### config.mk
export PLATFORM = sky130hd
export DESIGN_NAME = custom_order_sorted_check_core
export DESIGN_NICKNAME = d
export VERILOG_FILES = /design/src/hdl/cosc_pkg.sv /design/src/hdl/cosc_ram.sv /design/src/hdl/cosc_rank.sv /design/src/hdl/cosc_list.sv /design/src/hdl/custom_order_sorted_check_core.sv
export SDC_FILE = /design/constraint.sdc
export NUM_CORES = 1
export LEC_CHECK = 0
export BUFFER_PORTS_ARGS = -buffer_cell sky130_fd_sc_hd__buf_4
export CAP_MARGIN = 20
export CORE_MARGIN = 4
export CORE_UTILIZATION = 61
export DETAILED_ROUTE_END_ITERATION = 10
export PLACE_DENSITY_LB_ADDON = 0.05
export SETUP_SLACK_MARGIN = 0.5
export SYNTH_ARGS = -nofsm -noshare
export SYNTH_HDL_FRONTEND = slang
export SYNTH_SLANG_ARGS = --single-unit
### constraint.sdc
create_clock -name aclk -period 5 [get_ports aclk]
set_input_delay 1 -clock aclk [delete_from_list [all_inputs] [get_ports aclk]]
set_output_delay 1 -clock aclk [all_outputs]
set_load 0.02 [all_outputs]
### src/hdl/cosc_pkg.sv
// ----------------------------------------------------------------------------
// cosc_pkg
// Types, constants and the rank lookup of the custom-order sorted check.
// ----------------------------------------------------------------------------
package cosc_pkg;

    localparam int NUM_LETTERS      = 26;
    localparam int RANK_W           = 5;
    localparam int DEF_MAX_WORD_LEN = 32;
    localparam int RANK_LOW_W       = 60;
    localparam int RANK_HIGH_W      = 10;
    localparam int RANK_ALL_W       = 2 * RANK_LOW_W + RANK_HIGH_W;
    localparam int CFG_INDEX_W      = 2;

    // Configuration register indexes
    localparam logic [CFG_INDEX_W-1:0] CFG_RANK_LOW  = 2'd0;
    localparam logic [CFG_INDEX_W-1:0] CFG_RANK_MID  = 2'd1;
    localparam logic [CFG_INDEX_W-1:0] CFG_RANK_HIGH = 2'd2;

    typedef enum logic [1:0] {
        DEC_UNDECIDED = 2'd0,
        DEC_GREATER   = 2'd1,
        DEC_LESS      = 2'd2
    } decision_t;

    typedef struct packed {
        logic [4:0] letter;
        logic       empty_word;
        logic       word_end;
        logic       list_end;
    } in_item_t;

    typedef struct packed {
        logic sorted;
        logic word_too_long;
    } out_item_t;

    // Item as it sits in the compare stage
    typedef struct packed {
        logic [RANK_W-1:0] rank;
        logic              empty_word;
        logic              word_end;
        logic              list_end;
        logic              fwd_hit;
        logic [RANK_W-1:0] fwd_rank;
    } cmp_item_t;

    // Letters past the alphabet rank as zero
    function automatic logic [RANK_W-1:0] rank_of(input logic [4:0] letter,
                                                  input logic [RANK_ALL_W-1:0] rank_bits);
        logic [RANK_W-1:0] r;
        r = '0;
        if (int'(letter) < NUM_LETTERS) begin
            r = rank_bits[int'(letter) * RANK_W +: RANK_W];
        end
        return r;
    endfunction

endpackage

### src/hdl/cosc_ram.sv
// ----------------------------------------------------------------------------
// cosc_ram
// Generic single-port-write, single-port-read RAM with registered read data.
// ----------------------------------------------------------------------------
module cosc_ram #(
    parameter int WIDTH = 8,
    parameter int DEPTH = 32,
    parameter int AW    = (DEPTH > 1) ? $clog2(DEPTH) : 1
) (
    input  logic             aclk,
    input  logic             we,
    input  logic [AW-1:0]    waddr,
    input  logic [WIDTH-1:0] wdata,
    input  logic             re,
    input  logic [AW-1:0]    raddr,
    output logic [WIDTH-1:0] rdata
);

    logic [WIDTH-1:0] mem [DEPTH];
    logic [WIDTH-1:0] rdata_reg;

    always_ff @(posedge aclk) begin
        if (we) begin
            mem[waddr] <= wdata;
        end
        if (re) begin
            rdata_reg <= mem[raddr];
        end
    end

    assign rdata = rdata_reg;

endmodule

### src/hdl/cosc_rank.sv
// ----------------------------------------------------------------------------
// cosc_rank
// Rank table registers and letter-to-rank lookup.
// ----------------------------------------------------------------------------
module cosc_rank import cosc_pkg::*; (
    input  logic                   aclk,
    input  logic                   aresetn,
    input  logic                   cfg_we,
    input  logic [CFG_INDEX_W-1:0] cfg_index,
    input  logic [RANK_LOW_W-1:0]  cfg_data,
    input  logic [4:0]             letter,
    output logic [RANK_W-1:0]      rank
);

    logic [RANK_LOW_W-1:0]  rank_low_reg;
    logic [RANK_LOW_W-1:0]  rank_mid_reg;
    logic [RANK_HIGH_W-1:0] rank_high_reg;

    always_ff @(posedge aclk) begin
        if (!aresetn) begin
            rank_low_reg  <= '0;
            rank_mid_reg  <= '0;
            rank_high_reg <= '0;
        end else if (cfg_we) begin
            case (cfg_index)
                CFG_RANK_LOW:  rank_low_reg  <= cfg_data;
                CFG_RANK_MID:  rank_mid_reg  <= cfg_data;
                CFG_RANK_HIGH: rank_high_reg <= cfg_data[RANK_HIGH_W-1:0];
                default: ;
            endcase
        end
    end

    assign rank = rank_of(letter, {rank_high_reg, rank_mid_reg, rank_low_reg});

endmodule

### src/hdl/cosc_list.sv
// ----------------------------------------------------------------------------
// cosc_list
// Compare stage: pair decision, word bookkeeping and list verdict.
// ----------------------------------------------------------------------------
module cosc_list import cosc_pkg::*; #(
    parameter int MAX_WORD_LEN = DEF_MAX_WORD_LEN,
    parameter int POS_W        = $clog2(MAX_WORD_LEN + 1),
    parameter int AW           = (MAX_WORD_LEN > 1) ? $clog2(MAX_WORD_LEN) : 1
) (
    input  logic              aclk,
    input  logic              aresetn,
    input  logic              fire,
    input  cmp_item_t         item,
    input  logic [POS_W-1:0]  pos,
    input  logic [RANK_W-1:0] ram_rank,
    output logic              wr_en,
    output logic [AW-1:0]     wr_addr,
    output logic [RANK_W-1:0] wr_data,
    output logic              emit,
    output out_item_t         result
);

    localparam logic [POS_W-1:0] MAX_POS = POS_W'(MAX_WORD_LEN);

    decision_t        dec_reg, dec_next;
    logic [POS_W-1:0] prev_len_reg;
    logic             have_prev_reg;
    logic             sorted_reg, sorted_next;
    logic             ovf_reg, ovf_next;

    logic              in_range;
    logic              take;
    logic              wend;
    logic [RANK_W-1:0] prev_rank;
    logic [POS_W-1:0]  pos_next;

    assign in_range  = (pos < MAX_POS);
    assign take      = !item.empty_word && in_range;
    assign wend      = item.word_end || item.empty_word;
    assign prev_rank = item.fwd_hit ? item.fwd_rank : ram_rank;
    assign pos_next  = take ? POS_W'(pos + 1'b1) : pos;

    always_comb begin
        dec_next = dec_reg;
        if (take && have_prev_reg && dec_reg == DEC_UNDECIDED) begin
            if (pos < prev_len_reg) begin
                if (item.rank > prev_rank) begin
                    dec_next = DEC_GREATER;
                end else if (item.rank < prev_rank) begin
                    dec_next = DEC_LESS;
                end
            end else begin
                dec_next = DEC_GREATER;
            end
        end
    end

    assign ovf_next    = ovf_reg || (!item.empty_word && !in_range);
    assign sorted_next = sorted_reg && !(have_prev_reg && (dec_next == DEC_LESS ||
                         (dec_next == DEC_UNDECIDED && pos_next < prev_len_reg)));

    always_ff @(posedge aclk) begin
        if (!aresetn) begin
            dec_reg       <= DEC_UNDECIDED;
            prev_len_reg  <= '0;
            have_prev_reg <= 1'b0;
            sorted_reg    <= 1'b1;
            ovf_reg       <= 1'b0;
        end else if (fire) begin
            if (wend && item.list_end) begin
                dec_reg       <= DEC_UNDECIDED;
                prev_len_reg  <= '0;
                have_prev_reg <= 1'b0;
                sorted_reg    <= 1'b1;
                ovf_reg       <= 1'b0;
            end else if (wend) begin
                dec_reg       <= DEC_UNDECIDED;
                prev_len_reg  <= pos_next;
                have_prev_reg <= 1'b1;
                sorted_reg    <= sorted_next;
                ovf_reg       <= ovf_next;
            end else begin
                dec_reg <= dec_next;
                ovf_reg <= ovf_next;
            end
        end
    end

    assign wr_en   = fire && take;
    assign wr_addr = pos[AW-1:0];
    assign wr_data = item.rank;

    assign emit                 = wend && item.list_end;
    assign result.sorted        = sorted_next;
    assign result.word_too_long = ovf_next;

endmodule

### src/hdl/custom_order_sorted_check_core.sv
// A verdict passes the compare stage and the output register before it is valid.
// Throughput: one letter item per cycle unless stalled; one buffer read at accept,
//   one write in the compare stage, write-to-read forwarding between neighbors.
// Stall: only while a verdict waits in the output register and another arrives.
// Reset (aresetn low, synchronous): ranks zero, list state clear; no buffer sweep.
// ----------------------------------------------------------------------------
// custom_order_sorted_check_core
// Checks that a stream of words is non-decreasing under a configurable
// letter order, one verdict per list.
// ----------------------------------------------------------------------------
module custom_order_sorted_check_core import cosc_pkg::*; #(
    parameter int MAX_WORD_LEN = DEF_MAX_WORD_LEN
) (
    input  logic                   aclk,
    input  logic                   aresetn,
    // letter items
    input  logic                   s_valid,
    output logic                   s_ready,
    input  in_item_t               s_data,
    // verdicts
    output logic                   m_valid,
    input  logic                   m_ready,
    output out_item_t              m_data,
    // rank table writes
    input  logic                   cfg_valid,
    output logic                   cfg_ready,
    input  logic [CFG_INDEX_W-1:0] cfg_index,
    input  logic [RANK_LOW_W-1:0]  cfg_data
);

    localparam int               POS_W   = $clog2(MAX_WORD_LEN + 1);
    localparam int               AW      = (MAX_WORD_LEN > 1) ? $clog2(MAX_WORD_LEN) : 1;
    localparam logic [POS_W-1:0] MAX_POS = POS_W'(MAX_WORD_LEN);

    // ------------------------------------------------------------------
    // Accept stage: letter position counter, rank lookup, buffer read
    // ------------------------------------------------------------------
    logic              s_fire;
    logic [POS_W-1:0]  pos_reg;
    logic [RANK_W-1:0] rank;
    logic              rd_en;
    logic [AW-1:0]     rd_addr;
    logic [RANK_W-1:0] rd_data;

    // Compare stage
    logic              cmp_valid_reg;
    cmp_item_t         cmp_item_reg;
    logic [POS_W-1:0]  cmp_pos_reg;
    logic              cmp_go;
    logic              cmp_fire;
    logic              wr_en;
    logic [AW-1:0]     wr_addr;
    logic [RANK_W-1:0] wr_data;
    logic              emit;
    out_item_t         result;

    // Output register
    logic              m_valid_reg;
    out_item_t         m_data_reg;

    assign cfg_ready = 1'b1;

    cosc_rank u_rank (
        .aclk      (aclk),
        .aresetn   (aresetn),
        .cfg_we    (cfg_valid && cfg_ready),
        .cfg_index (cfg_index),
        .cfg_data  (cfg_data),
        .letter    (s_data.letter),
        .rank      (rank)
    );

    // The compare stage advances unless it holds a verdict the output
    // register cannot take; the accept stage follows it.
    assign cmp_go   = !emit || !m_valid_reg || m_ready;
    assign cmp_fire = cmp_valid_reg && cmp_go;
    assign s_ready  = !cmp_valid_reg || cmp_go;
    assign s_fire   = s_valid && s_ready;

    // Read the previous word's entry at this letter's position
    assign rd_en   = s_fire && !s_data.empty_word && (pos_reg < MAX_POS);
    assign rd_addr = pos_reg[AW-1:0];

    always_ff @(posedge aclk) begin
        if (!aresetn) begin
            pos_reg <= '0;
        end else if (s_fire) begin
            if (s_data.empty_word || s_data.word_end) begin
                pos_reg <= '0;
            end else if (pos_reg < MAX_POS) begin
                pos_reg <= POS_W'(pos_reg + 1'b1);
            end
        end
    end

    cosc_ram #(
        .WIDTH (RANK_W),
        .DEPTH (MAX_WORD_LEN),
        .AW    (AW)
    ) u_ram (
        .aclk  (aclk),
        .we    (wr_en),
        .waddr (wr_addr),
        .wdata (wr_data),
        .re    (rd_en),
        .raddr (rd_addr),
        .rdata (rd_data)
    );

    // ------------------------------------------------------------------
    // Compare stage registers. A write landing on the entry being read
    // at the same edge is forwarded, since the RAM returns the old data.
    // ------------------------------------------------------------------
    always_ff @(posedge aclk) begin
        if (!aresetn) begin
            cmp_valid_reg <= 1'b0;
        end else if (s_fire) begin
            cmp_valid_reg <= 1'b1;
        end else if (cmp_fire) begin
            cmp_valid_reg <= 1'b0;
        end
    end

    always_ff @(posedge aclk) begin
        if (s_fire) begin
            cmp_item_reg.rank       <= rank;
            cmp_item_reg.empty_word <= s_data.empty_word;
            cmp_item_reg.word_end   <= s_data.word_end;
            cmp_item_reg.list_end   <= s_data.list_end;
            cmp_item_reg.fwd_hit    <= wr_en && (wr_addr == rd_addr);
            cmp_item_reg.fwd_rank   <= wr_data;
            cmp_pos_reg             <= pos_reg;
        end
    end

    cosc_list #(
        .MAX_WORD_LEN (MAX_WORD_LEN),
        .POS_W        (POS_W),
        .AW           (AW)
    ) u_list (
        .aclk     (aclk),
        .aresetn  (aresetn),
        .fire     (cmp_fire),
        .item     (cmp_item_reg),
        .pos      (cmp_pos_reg),
        .ram_rank (rd_data),
        .wr_en    (wr_en),
        .wr_addr  (wr_addr),
        .wr_data  (wr_data),
        .emit     (emit),
        .result   (result)
    );

    // ------------------------------------------------------------------
    // Output register: load a verdict, hold it until taken
    // ------------------------------------------------------------------
    always_ff @(posedge aclk) begin
        if (!aresetn) begin
            m_valid_reg <= 1'b0;
        end else if (cmp_fire && emit) begin
            m_valid_reg <= 1'b1;
        end else if (m_ready) begin
            m_valid_reg <= 1'b0;
        end
    end

    always_ff @(posedge aclk) begin
        if (cmp_fire && emit) begin
            m_data_reg <= result;
        end
    end

    assign m_valid = m_valid_reg;
    assign m_data  = m_data_reg;

endmodule

==> key figures <==
Status
  • Status: finished, final reports clean

Global route
  • Vias in the first global route: just under 9000
  • First-pass GRT wire length: 51.0 mm
  • Gr usage total: 0.251
  • Initial antenna violation count: 0
  • Total grt overflow: 0
  • Largest net degree at the start of global routing: 92

Detailed routing
  • Initial DRC count: around 640
  • Drt first pass iters: 5
  • Vias per std cell: roughly 5.9
  • Vias: 8911
  • Post-Route WL: ~32 mm
  • Drt drc: 0
  • WL/cell: ~21 um
  • Post-route ant nets: 0

Floorplanning
  • Starting Density: 0.627
  • Io pins: 80
  • Die footprint: ~0.026 sq mm
  • # rows: 55
  • Core area: 0.0228 sq mm
  • Die X: between 150 and 200 um
  • Die Height: between 150 and 200 um

Clocking
  • PostCTS Resize Cnt: 0
  • Clock-pin slew on the worst setup and hold paths: 0.06 ns
  • Latest clock arrival within the worst-skew pair: between 0.5 and 0.6 ns
  • CTS root buf: clkbuf_16
  • H-tree depth: 2
  • TritonCTS Buffers: 36
  • CTS tree: yes
  • Bufs on Longest Clock Path: 3
  • Post-CTS setup buffer count: 0
  • Hold-fix buffers, CTS: 0
  • Clk sinks: between 300 and 400

Critical path
  • Worst path slowest cell: edfxtp_1
  • Most Frequent Cell on Critical Path: o21ai_0
  • Critical path, cell by cell: nand3_1 -> o41ai_1 -> ha_1 -> a21oi_1 -> o21ai_0 -> o21ai_0 -> and3_1 -> nor2b_1
  • Crit Path Max Fanout: 12
  • Worst Setup SP: cmp_pos_reg[2]
  • Reg2reg start: cmp_pos_reg[2]
  • Buf+Inv Stages, Crit Path: 0
  • Max stage delay on crit path: about 0.7 ns
  • Crit path launch type: flop
  • Crit path DAT: ~3.3 ns
  • CP top delay family: compound AO/OA/AOI/OAI gates
  • Crit path capture type: flop
  • Setup CP Type: reg -> reg
  • Worst EP required: between 5 and 6 ns

Final layout
  • Final core utilization: 0.711
  • Most common cell after layout, fill and taps aside: nand2_1
  • Seq. cell area: roughly 0.0086 sq mm
  • Most frequent cells in the layout: 256 x nand2_1, 187 x edfxtp_1, 147 x dfxtp_1
  • Filler cell count: roughly 1600
  • Design area: approximately 0.016 sq mm
  • Multi-input gate area: about 0.0053 sq mm
  • Max reg flops: 160
  • Final cell count without fillers: roughly 1500
  • Final nets: about 1300
  • Antenna cells: 0
  • Share of cells above drive strength 1: 0.205
  • Syn-to-layout area delta: 13.4%

STA
  • Fin. Hold Viols: 0
  • Clock Skew: ~0.011 ns
  • Final worst setup slack: 1.97 ns
  • Fin Setup TNS: 0 ns
  • # setup viols final: 0
  • Tmin final: around 3.0 ns
  • RSZ-0062 raised after global routing: no
  • Worst Tran Pin Value: about 1.1 ns
  • Final Cycle Share: 0.606
  • Fmax: roughly 0.33 GHz
  • Rel. slew slack: 0.257
  • Max-slew violation count: 0

Placed design
  • IO Port Bufs: 78
  • Dpl cells: 1446
  • Final GP Congestion: between 0.7 and 0.8
  • Placed wire-length estimate: about 21 mm
  • DP Worst Slack: around 1.7 ns
  • Placed inst area: 0.0151 sq mm

Flow run
  • Maxcap violations: 0

Yosys
  • Yosys warnings: 0
  • Mean area per synthesized cell: around 13 sq um
  • Netlist Area Pre-Place: ~0.014 sq mm
  • Synthesized Nets: about 1200
  • Mapped Cells: approximately 1100
  • Post-synth cell types: 52
  • Sequential element share of the synthesized area: 0.600
  • Ys flop type: edfxtp_1
  • Yosys reg bits: about 340
  • Synth async-reset ratio: 0
  • EDFF count, synth: roughly 190

Power and ir drop
  • Peak supply drop: between 0.2 and 0.25 mV
  • Power per cell area: 367 mW/mm^2
  • LEAKAGE: 5.49 nW

Worst hold path
  • Hold WC Path Type: reg -> reg
  • Critical hold path startpoint: u_rank.rank_mid_reg[52]
-- synth_stat cells (all sizes together), types with 3 or more instances --
cell type / n / area (sq um)
a21boi: 122 / 916
a21oi: 16 / 80.1
a22oi: 5 / 37.5
a32o: 5 / 50.1
buf: 13 / 95.1
clkbuf: 60 / 225
dfxtp: 149 / 2980
edfxtp: 187 / 5620
ha: 20 / 250
inv: 16 / 60.1
mux2: 14 / 158
mux2i: 17 / 170
mux4: 80 / 1800
nand2: 256 / 961
nand2b: 3 / 18.8
nand3b: 5 / 37.5
nand4: 4 / 25.0
nor2: 53 / 199
nor2b: 18 / 113
nor3: 6 / 30.0
o211ai: 3 / 22.5
o21a: 4 / 30.0
o21ai: 13 / 65.1
o31ai: 4 / 30.0
or3b: 3 / 26.3
xnor2: 5 / 43.8
xor2: 6 / 52.6
-- power breakdown --
| part | total, W | internal [W] | switching (W) |
|---|---|---|---|
| Sequential | 0.00301 | 0.00297 | 0.0000343 |
| Clock | 0.00261 | 0.00157 | 0.00103 |
| Combinational | 0.000350 | 0.000152 | 0.000198 |
-- area by class of cell --
type / instances / share of cell area
Clock buffer: 43 / 0.0590
Clock inverter: 21 / 0.0129
Inverter: 16 / 0.00370
Multi-Input combinational cell: 692 / 0.329
Sequential cell: 336 / 0.530
Tap cell: 313 / 0.0241
Timing Repair Buffer: 89 / 0.0411
-- through the flow --
stage          total power, W  hold slack [ns]
3_3_place_gp          0.00341            0.447
5_1_grt               0.00619            0.475
6_report              0.00596            0.462
2_1_floorplan         0.00327            0.406
4_1_cts               0.00601            0.464
3_5_place_dp          0.00342            0.456
-- path summary, 6_finish.rpt --
path | endpoint | slack (ns) | cells after the start
worst max-delay path | m_data[1] | 1.97 | 8
worst min register to register | u_rank.rank_mid_reg[52] | 0.46 | 2
worst max register to register | m_data[1] | 1.97 | 8
worst min-delay path | u_rank.rank_mid_reg[52] | 0.46 | 2
-- logic make-up after synthesis --
| group | after synthesis | share of synthesized area |
|---|---|---|
| buffers and inverters | 89 | 0.0266 |
| flip-flops | 336 | 0.600 |
| other | 1 | 0.000262 |
| AND/OR/NAND/NOR | 362 | 0.106 |
| AO/OA/AOI/OAI | 187 | 0.0944 |
| XOR/XNOR | 11 | 0.00673 |
| multiplexers | 111 | 0.149 |
| adder cells (fa/ha/maj) | 20 | 0.0175 |
-- routing by layer --
metal  track usage  wire (um)
met1         0.341      13300
met2         0.414      15800
met3        0.0431       1990
met5             0          0
met4        0.0888       1120
-- worst reg2reg max path, delay by kind of cell (launching register included) --
kind	cells	cell delay, ns
flip-flops	1	0.68
adder cells (fa/ha/maj)	1	0.36
AND/OR/NAND/NOR	3	0.70
AO/OA/AOI/OAI	4	1.04
Note: power is estimated with default switching activity, not from simulation.
